$ cat config.mk
export PLATFORM = sky130hd
export DESIGN_NAME = mrpt_trial
export DESIGN_NICKNAME = d
export VERILOG_FILES = /design/src/mrpt_pkg.sv /design/src/mrpt_trial.sv
export SDC_FILE = /design/constraint.sdc
export NUM_CORES = 1
export LEC_CHECK = 0
export BUFFER_PORTS_ARGS = -buffer_cell sky130_fd_sc_hd__buf_4
export CORE_MARGIN = 4
export CORE_UTILIZATION = 45
export DETAILED_ROUTE_END_ITERATION = 8
export GPL_TIMING_DRIVEN = 1
export HOLD_SLACK_MARGIN = 0.05
export PLACE_DENSITY = 0.74
export SYNTH_ARGS = -nofsm -noshare
export SYNTH_HDL_FRONTEND = slang
export SYNTH_SLANG_ARGS = --single-unit
export TNS_END_PERCENT = 20
$ cat constraint.sdc
create_clock -name clk -period 6.9 [get_ports clk]
set_input_delay 0.69 -clock clk [delete_from_list [all_inputs] [get_ports clk]]
set_output_delay 0.69 -clock clk [all_outputs]
set_load 0.05 [all_outputs]
$ cat src/mrpt_pkg.sv
package mrpt_pkg;

  localparam int DEF_WIDTH  = 64;
  localparam int NUM_SMALL  = 12;
  localparam int SP_W       = 6;
  localparam int NUM_BASES  = 7;
  localparam int BASE_W     = 31;
  localparam int BIDX_W     = 3;

  localparam logic [SP_W-1:0] SMALL_PRIMES [NUM_SMALL] = '{
    6'd2, 6'd3, 6'd5, 6'd7, 6'd11, 6'd13, 6'd17, 6'd19, 6'd23, 6'd29, 6'd31, 6'd37
  };

  localparam logic [BASE_W-1:0] MR_BASES [NUM_BASES] = '{
    31'd2, 31'd325, 31'd9375, 31'd28178, 31'd450775, 31'd9780504, 31'd1795265022
  };

  // Outcome of trial division by the small primes.
  typedef struct packed {
    logic equal;
    logic divisible;
  } trial_res_t;

endpackage

$ cat src/mrpt_trial.sv
module mrpt_trial #(
  parameter int WIDTH = mrpt_pkg::DEF_WIDTH
) (
  input  logic                   clk,
  input  logic                   rst_n,
  input  logic                   start,
  input  logic [WIDTH-1:0]       value,
  output logic                   done,
  output mrpt_pkg::trial_res_t   res
);
  import mrpt_pkg::*;

  localparam int CW = $clog2(WIDTH + 1);

  logic [WIDTH-1:0] sh_r;
  logic [SP_W-1:0]  rem_r [NUM_SMALL];
  logic [CW-1:0]    cnt_r;
  logic             busy_r;
  logic             done_r;
  logic             equal_r;
  logic [SP_W-1:0]  rem_nxt [NUM_SMALL];
  logic             div_any;

  // Remainders are built MSB first: r = (2r + bit) mod q, one subtract per lane.
  always_comb begin
    logic [SP_W:0] v;
    div_any = 1'b0;
    for (int k = 0; k < NUM_SMALL; k++) begin
      v = {rem_r[k], sh_r[WIDTH-1]};
      if (v >= {1'b0, SMALL_PRIMES[k]}) v = v - {1'b0, SMALL_PRIMES[k]};
      rem_nxt[k] = v[SP_W-1:0];
      if (rem_r[k] == '0) div_any = 1'b1;
    end
  end

  always_ff @(posedge clk) begin
    if (!rst_n) begin
      busy_r <= 1'b0;
      done_r <= 1'b0;
      cnt_r  <= '0;
    end else begin
      done_r <= 1'b0;
      if (start) begin
        busy_r <= 1'b1;
        cnt_r  <= CW'(WIDTH);
      end else if (busy_r) begin
        cnt_r <= cnt_r - 1'b1;
        if (cnt_r == CW'(1)) begin
          busy_r <= 1'b0;
          done_r <= 1'b1;
        end
      end
    end
  end

  always_ff @(posedge clk) begin
    if (start) begin
      sh_r    <= value;
      equal_r <= 1'b0;
      for (int k = 0; k < NUM_SMALL; k++) begin
        rem_r[k] <= '0;
        if (value == WIDTH'(SMALL_PRIMES[k])) equal_r <= 1'b1;
      end
    end else if (busy_r) begin
      sh_r <= sh_r << 1;
      for (int k = 0; k < NUM_SMALL; k++) rem_r[k] <= rem_nxt[k];
    end
  end

  assign done          = done_r;
  assign res.equal     = equal_r;
  assign res.divisible = div_any;

endmodule

==> metrics.md, run 1 <==
| Metric | Value |
|---|---|
| Status | finished clean |
| Final Setup Violations | 0 |
| Multi-input gate area | 0.00311 sq mm |
| RSZ-0062 raised after global routing | false |
| Layout cells sized above 1 | 0.245 |
| Area leader, netlist | edfxtp_1 |
| Cts bufs inserted | 17 |
| Root buf cell | clkbuf_16 |
| Final Hold Viols | 0 |
| Critical path's most frequent cell | buf_4 |
| Final min period | 3.14 ns |
| GR Overflow Total | 0 |
| First-pass GRT wire length | 24,500 um |
| Synth Cell Area | 0.00756 sq mm |
| Vias in the first global route | 5,096 |
| Crit path max-delay cell type | or2_4 |
| Final TNS setup | 0 ns |
| WL/cell | 16.0 um |
| Fin crit share | 0.454 |
| Hold_ws | 0.494 ns |
| Commonest non-fill, non-tap cell in the layout | edfxtp_1 |
| DRC | 0 |
| Register Area | 0.00429 sq mm |
| Filler instances | around 1,400 |
| Clock transition at path regs | 0.06 ns |
| Pint | 1.82 mW |
| Initial antenna violation count | 0 |
| Primary FF master, synth | edfxtp_1 |
| Part of the power in the clock network | 0.380 |
| Largest net degree at the start of global routing | 84 |
| Final worst slack | 3.76 ns |
| Startpoint types | input port |
| Starting DRC count in detailed routing | 477 |
| Critical Path Max Stage Delay | about 0.94 ns |
| CTS sink count | between 100 and 150 |
| Core ar. | 0.0165 sq mm |
| Sequential power share | 0.471 |
| Ys async rst share | 0 |
| Crit Path Max Fanout | 83 |
| H-tree depth | 4 |
| Routed Wire Length | 14,800 um |
| DRT antenna net count | 0 |
| N_diodes | 0 |
| Max-slew violations | 0 |
| Critical Path AT | 3.18 ns |
| Register area share after synthesis | 0.568 |
| Port Buffers | between 60 and 70 |
| Die outline area | 0.0189 sq mm |
| Warnings from Yosys | 0 |
| CTS resizes | 0 |
| Logic pwr share | 0.149 |
| Post-synthesis cell count | 626 |
| Seq cells post-synth | ~150 |
| Max Cap Violations | 0 |
| Worst rel slew slack | 0.240 |
| Lkg Pwr | roughly 3.3 nW |
| Cells along the critical path | buf_4 -> or2_4 -> buf_4 |
| Boundary pin count | 70 |
| Die height | 138 um |
| Total track usage | 0.163 |
| Routability cong. | 0.805 |
| Clock Latency Late Sink | around 0.42 ns |
| VDD IR max | 0.208 mV |
| Postcts setup bufs | 0 |
| Critical Path RT | 6.94 ns |
| Area growth syn-to-layout | 17.2% |
| Post-synth EDFFs | about 140 |
| Clock Tree Buf Depth | 2 |
| # rows | 47 |
| Worst Tran Pin Value | 1.14 ns |
| Synth unique cells | between 50 and 60 |
| Peak Freq | ~0.32 GHz |
| Drt pass-1 iters | 6 |
| Nets@finish | just under 800 |
| Post-DP HPWL | just under 10,000 um |
| Hold Crit Class | flop to flop |
| Cell family with most CP delay | buffers and inverters |
| Dominant cells by area after synthesis | edfxtp_1 54%, mux2_2 9.4%, nor2_1 3.6%, ha_1 3.3%, xnor2_1 3.1% |
| Syn Nets | ~710 |
| Crit end category | flop |
| Setup Skew | 0.00901 ns |
| CP Buf/Inv Count | 2 |
| Sw Pwr | 620 uW |
| CTS tree | built |
| Die Wd | roughly 140 um |
| Post-synth top area share | 0.544 |
| Power density over the cells | 275 mW/mm^2 |
| Fraction of power spent switching nets | 0.254 |
| Most frequent cells in the layout | 137 x edfxtp_1, 73 x nor2_1, 71 x buf_4 |
| DR vias/cell | 5.71 |
| CTS Hold Bufs | 0 |
| Crit Path Category | input port to flop |
| Worst slack, placed | ~3.3 ns |
| Vias | 5,280 |
| Synthesized area per cell | 12.1 sq um |
| Starting Density | 0.458 |
## per-stage QoR
step / instances / total power [mW] / utilization / cell area [sq um]
after floorplan: 626 / 1.42 / - / 7560
after global placement: 893 / 1.51 / 0.500 / 8270
after detailed placement: 893 / 1.53 / 0.500 / 8270
after CTS: 925 / 2.46 / 0.536 / 8860
after global routing: 925 / 2.55 / 0.536 / 8860
final: 925 / 2.44 / 0.536 / 8860
## power by group through the flow
stage                     clock network [mW]  registers (mW)  logic, mW
final                                  0.926            1.15      0.364
after global routing                   0.984            1.16      0.405
after CTS                              0.941            1.15      0.366
after detailed placement                   0            1.16      0.363
after global placement                     0            1.16      0.348
after floorplan                            0            1.15      0.274
## per-layer routing
layer | global-route usage | up-vias | part of all wire
met4 | 0.0482 | 0 | 0.010
met2 | 0.253 | 164 | 0.47
met3 | 0.0383 | 13 | 0.063
met5 | 0 | - | 0
li1 | - | 2521 | -
met1 | 0.228 | 2582 | 0.46
## state kept, by name, indices dropped and copies added (netlist names)
name and cells:
equal_r 1, busy_r 1, cnt_r 7, sh_r 64, rem_r 72, done 1
## worst min-delay path, delay by kind of cell (launching register included)
kind,cells,cell delay (ns)
AOI/OAI and AO/OA,1,0.05
DFF,1,0.32
and+or+nand+nor,1,0.08
## Yosys cell counts, drive strengths merged, types with 4 or more instances
cell type,n
edfxtp,137
nor2,73
mux2,63
a21oi,36
xnor2,27
nand2,25
nor3,23
nor4,22
ha,20
inv,16
o21ai,16
clkbuf,15
a211oi,14
or3,12
nand3,11
xor2,10
buf,9
dfxtp,9
mux2i,8
and3,7
or4,7
a211o,5
nor4b,5
a21boi,4
a31oi,4
o21a,4
o31ai,4
## worst paths after layout
kind / startpoint / to / slack (ns) / cells after the start
hold / removal: cnt_r[1] / cnt_r[1] / 0.49 / 2
setup reg to reg: busy_r / rem_r[1][21] / 4.34 / 2
setup / recovery: start / rem_r[1][21] / 3.76 / 3
hold reg to reg: cnt_r[1] / cnt_r[1] / 0.49 / 2
## logic make-up after synthesis
family / after synthesis / share of synthesized area
AND/OR/NAND/NOR: 208 / 0.141
flip-flops: 146 / 0.568
AO/OA/AOI/OAI: 104 / 0.0890
multiplexers: 71 / 0.104
buffers and inverters: 40 / 0.0220
XOR/XNOR: 37 / 0.0429
adder cells (fa/ha/maj): 20 / 0.0331
## final cells by class
class | instances | share of cell area
multi-input cells | 440 | 0.350
clock inverters | 14 | 0.0185
clock buffers | 18 | 0.0484
well taps | 220 | 0.0311
flip-flops and latches | 146 | 0.485
repair buffers | 71 | 0.0602
inverters | 16 | 0.00678
(Power assumes the default switching activity.)
==> inputs of run 2 (changes only) <==
ABC_AREA = 1   (was default)
clock period = 3 ns   (was 6.9 ns; I/O delays follow)
==> run 2 against run 1 <==
Effect of this change:
- clock skew about the same
- register-to-register slack lost 3.4 ns
- worst hold slack lost 0.34 ns
- core utilization is 0.32 points higher
- critical endpoint is now res[0]
==> metrics.md, run 2 <==
| Metric | Value |
|---|---|
| Clock Tree Buf Depth | 2 (unchanged) |
| Lkg Pwr | 4.20 nW (+29%) |
| Warnings from Yosys | 0 (unchanged) |
| Vias in the first global route | 5,897 (+16%) |
| Largest net degree at the start of global routing | 88 (+4.8%) |
| Fraction of power spent switching nets | 0.282 (+0.0281) |
| Cts bufs inserted | 17 (unchanged) |
| Placed Instances | 1,232 (+38%) |
| Layout cells sized above 1 | 0.141 (-0.104) |
| Starting Density | 0.464 (+0.00686) |
| Sequential power share | 0.461 (-0.010) |
| Max reg flops | 72 (unchanged) |
| VDD IR max | 0.437 mV (+110%) |
| Final min period | 2.16 ns |
| Cells along the critical path | nor2_1 -> nand4_1 -> nand2_1 -> nor2_1 -> nand3_1 -> buf_4 |
| Initial antenna violation count | 0 (unchanged) |
| Critical Path AT | 1.86 ns (-1.32 ns) |
| Register area share after synthesis | 0.529 (-0.0389) |
| RSZ-0062 raised after global routing | false |
| Max Cap Violations | 0 (unchanged) |
| Filler instances | 1,563 (+14%) |
| Crit Path Category | flop to primary output |
| Status | finished clean |
| Hold_ws | 0.154 ns (-0.340 ns) |
| Clock Latency Late Sink | 0.42 ns (about the same) |
| Most frequent cells in the layout | 309 x nand2_1, 137 x edfxtp_1, 135 x nor2_1 |
| Post-synth top area share | 0.507 (-0.0372) |
| Syn Nets | 1,044 (+46%) |
| Worst rel slew slack | 0.466 (+0.226) |
| Die outline area | 0.0202 sq mm (+6.9%) |
| Die Wd | 142 um (+3.4%) |
| DRC | 0 (unchanged) |
| Routed Wire Length | 16,200 um (+9.7%) |
| DRT antenna net count | 0 (unchanged) |
| Drt pass-1 iters | 5 (-1) |
| Largest Register | rem_r |
| Hold Crit Class | input port to flop |
| GR Overflow Total | 0 (unchanged) |
| Synthesized area per cell | 8.48 sq um (-30%) |
| Setup Skew | 0.00861 ns (-0.000398 ns) |
| DP Area | 0.00884 sq mm (+7.0%) |
| Die height | 142 um (+3.4%) |
| Critical Path RT | 2.70 ns (-4.24 ns) |
| Post-route cell area | 0.00943 sq mm (+6.4%) |
| Post-synthesis cell count | 957 (+53%) |
| Cell with the most instances after synthesis | nand2_1 |
| Final Setup Violations | 0 (unchanged) |
| CTS sink count | 146 (unchanged) |
| Core ar. | 0.0175 sq mm (+5.8%) |
| WL/cell | 12.8 um (-20%) |
| Max-slew violations | 0 (unchanged) |
| # rows | 48 (+2.1%) |
| Vias | 6,353 (+20%) |
| Post-synth EDFFs | 137 (unchanged) |
| Critical path's most frequent cell | nor2_1 |
| Boundary pin count | 70 (unchanged) |
| Final Hold Viols | 0 (unchanged) |
| Logic pwr share | 0.164 (+0.015) |
| Seq cells post-synth | 146 (unchanged) |
| Commonest non-fill, non-tap cell in the layout | nand2_1 |
| Crit end category | primary output |
| Crit path max-delay cell type | edfxtp_1 |
| Port Buffers | 69 (unchanged) |
| Post-Layout Cell Count | 1,264 (+37%) |
| Nets@finish | 1,113 (+43%) |
| CTS resizes | 0 (unchanged) |
| H-tree depth | 4 (unchanged) |
| Post-DP HPWL | 11,000 um (+12%) |
| Ys async rst share | 0 (unchanged) |
| Sw Pwr | 1.60 mW (+160%) |
| Starting DRC count in detailed routing | 480 (+0.63%) |
| Fin crit share | 0.722 |
| Area growth syn-to-layout | 16.2% |
| Crit Path Max Fanout | 7 (-92%) |
| Largest regs | rem_r x72, sh_r x64, cnt_r x7 |
| Synth unique cells | 37 (-34%) |
| CTS Hold Bufs | 0 (unchanged) |
| Synth Cell Area | 0.00812 sq mm (+7.3%) |
| Routability cong. | 0.834 (+3.7%) |
| Power density over the cells | 600 mW/mm^2 (+120%) |
| Final Total Pwr | 5.66 mW (+130%) |
| Root buf cell | clkbuf_16 |
| Critical Path Max Stage Delay | 0.42 ns (-0.52 ns) |
| Total track usage | 0.166 (+0.00287) |
| Peak Freq | 0.462 GHz |
| Commonest cells in the netlist | 310 x nand2_1, 137 x edfxtp_1, 135 x nor2_1, 87 x inv_1, 52 x nand3_1 |
| N_diodes | 0 (unchanged) |
| First-pass GRT wire length | 27,600 um (+13%) |
| Area leader, netlist | edfxtp_1 |
| Clock transition at path regs | 0.06 ns (about the same) |
| CTS tree | built |
| Final TNS setup | 0 ns (unchanged) |
| Part of the power in the clock network | 0.374 (-0.006) |
| Pint | 4.06 mW (+120%) |
| Postcts setup bufs | 0 (unchanged) |
| DR vias/cell | 5.03 (-12%) |
| Dominant cells by area after synthesis | edfxtp_1 51%, nand2_1 14%, nor2_1 6.2%, inv_1 4.0%, nand3_1 3.2% |
| Startpoint types | flop |
| Primary FF master, synth | edfxtp_1 |
| Worst Tran Pin Value | 0.801 ns (-0.339 ns) |
run 2: changes by cell type in the layout (fill, tap and decap cells not counted), sizes merged, moves of 14 or more:
| cell | before | now |
|---|---|---|
| nand2 | 25 | 322 |
| inv | 17 | 97 |
| nor4 | 22 | 0 |
| nand3 | 11 | 57 |
| nor2 | 73 | 140 |
| nor3 | 23 | 7 |
| a21oi | 36 | 53 |
| o21ai | 16 | 42 |
| a211oi | 14 | 0 |
| xnor2 | 27 | 6 |
| mux2 | 63 | 0 |
run 2: path summary, 6_finish.rpt:
path	to	start	cells past startpoint	slack (ns)
worst min register to register	cnt_r[6]	cnt_r[6]	2	0.48
worst max register to register	rem_r[2][7]	sh_r[63]	7	0.90
worst max-delay path	res[0]	rem_r[2][10]	6	0.84
worst min-delay path	sh_r[35]	value[35]	3	0.15
run 2: critical path: cells and delay by family (launching register included):
kind	cells	cell delay (ns)
simple gates	5	0.82
flops	1	0.42
buf+inv	1	0.21
run 2: metal layers:
metal	global-route usage	up-vias	wire, um
li1	-	3283	-
met5	0	-	0
met4	0.0420	0	134
met2	0.250	173	7160
met1	0.241	2885	7890
met3	0.0420	12	1010
run 2: logic make-up after synthesis:
group / share of synthesized area
xor+xnor: 0.0270
compound gates: 0.0706
flops: 0.529
simple gates: 0.280
fa+ha+maj: 0.0308
buf+inv: 0.0623
run 2: stage by stage:
stage	utilization	worst slack [ns]
CTS	0.539	0.823
global placement	0.506	0.984
floorplan	-	0.297
finish	0.539	0.835
detailed placement	0.506	0.888
global route	0.539	0.662
run 2: power by group through the flow:
| stage | clock, mW | sequential (mW) | combinational [mW] |
|---|---|---|---|
| 6_report | 2.12 | 2.61 | 0.930 |
| 5_1_grt | 2.25 | 2.63 | 1.07 |
| 4_1_cts | 2.15 | 2.61 | 0.935 |
| 3_5_place_dp | 0 | 2.65 | 0.927 |
| 3_3_place_gp | 0 | 2.64 | 0.906 |
| 2_1_floorplan | 0 | 2.62 | 0.696 |
run 2: cell type report:
cell class | count | area, sq um | share of cell area
Clock inverter | 14 | 155 | 0.0165
Sequential cell | 146 | 4290 | 0.455
Clock buffer | 18 | 429 | 0.0455
Multi-Input combinational cell | 690 | 3330 | 0.354
Inverter | 93 | 349 | 0.0370
Tap cell | 225 | 282 | 0.0299
Timing Repair Buffer | 78 | 586 | 0.0621
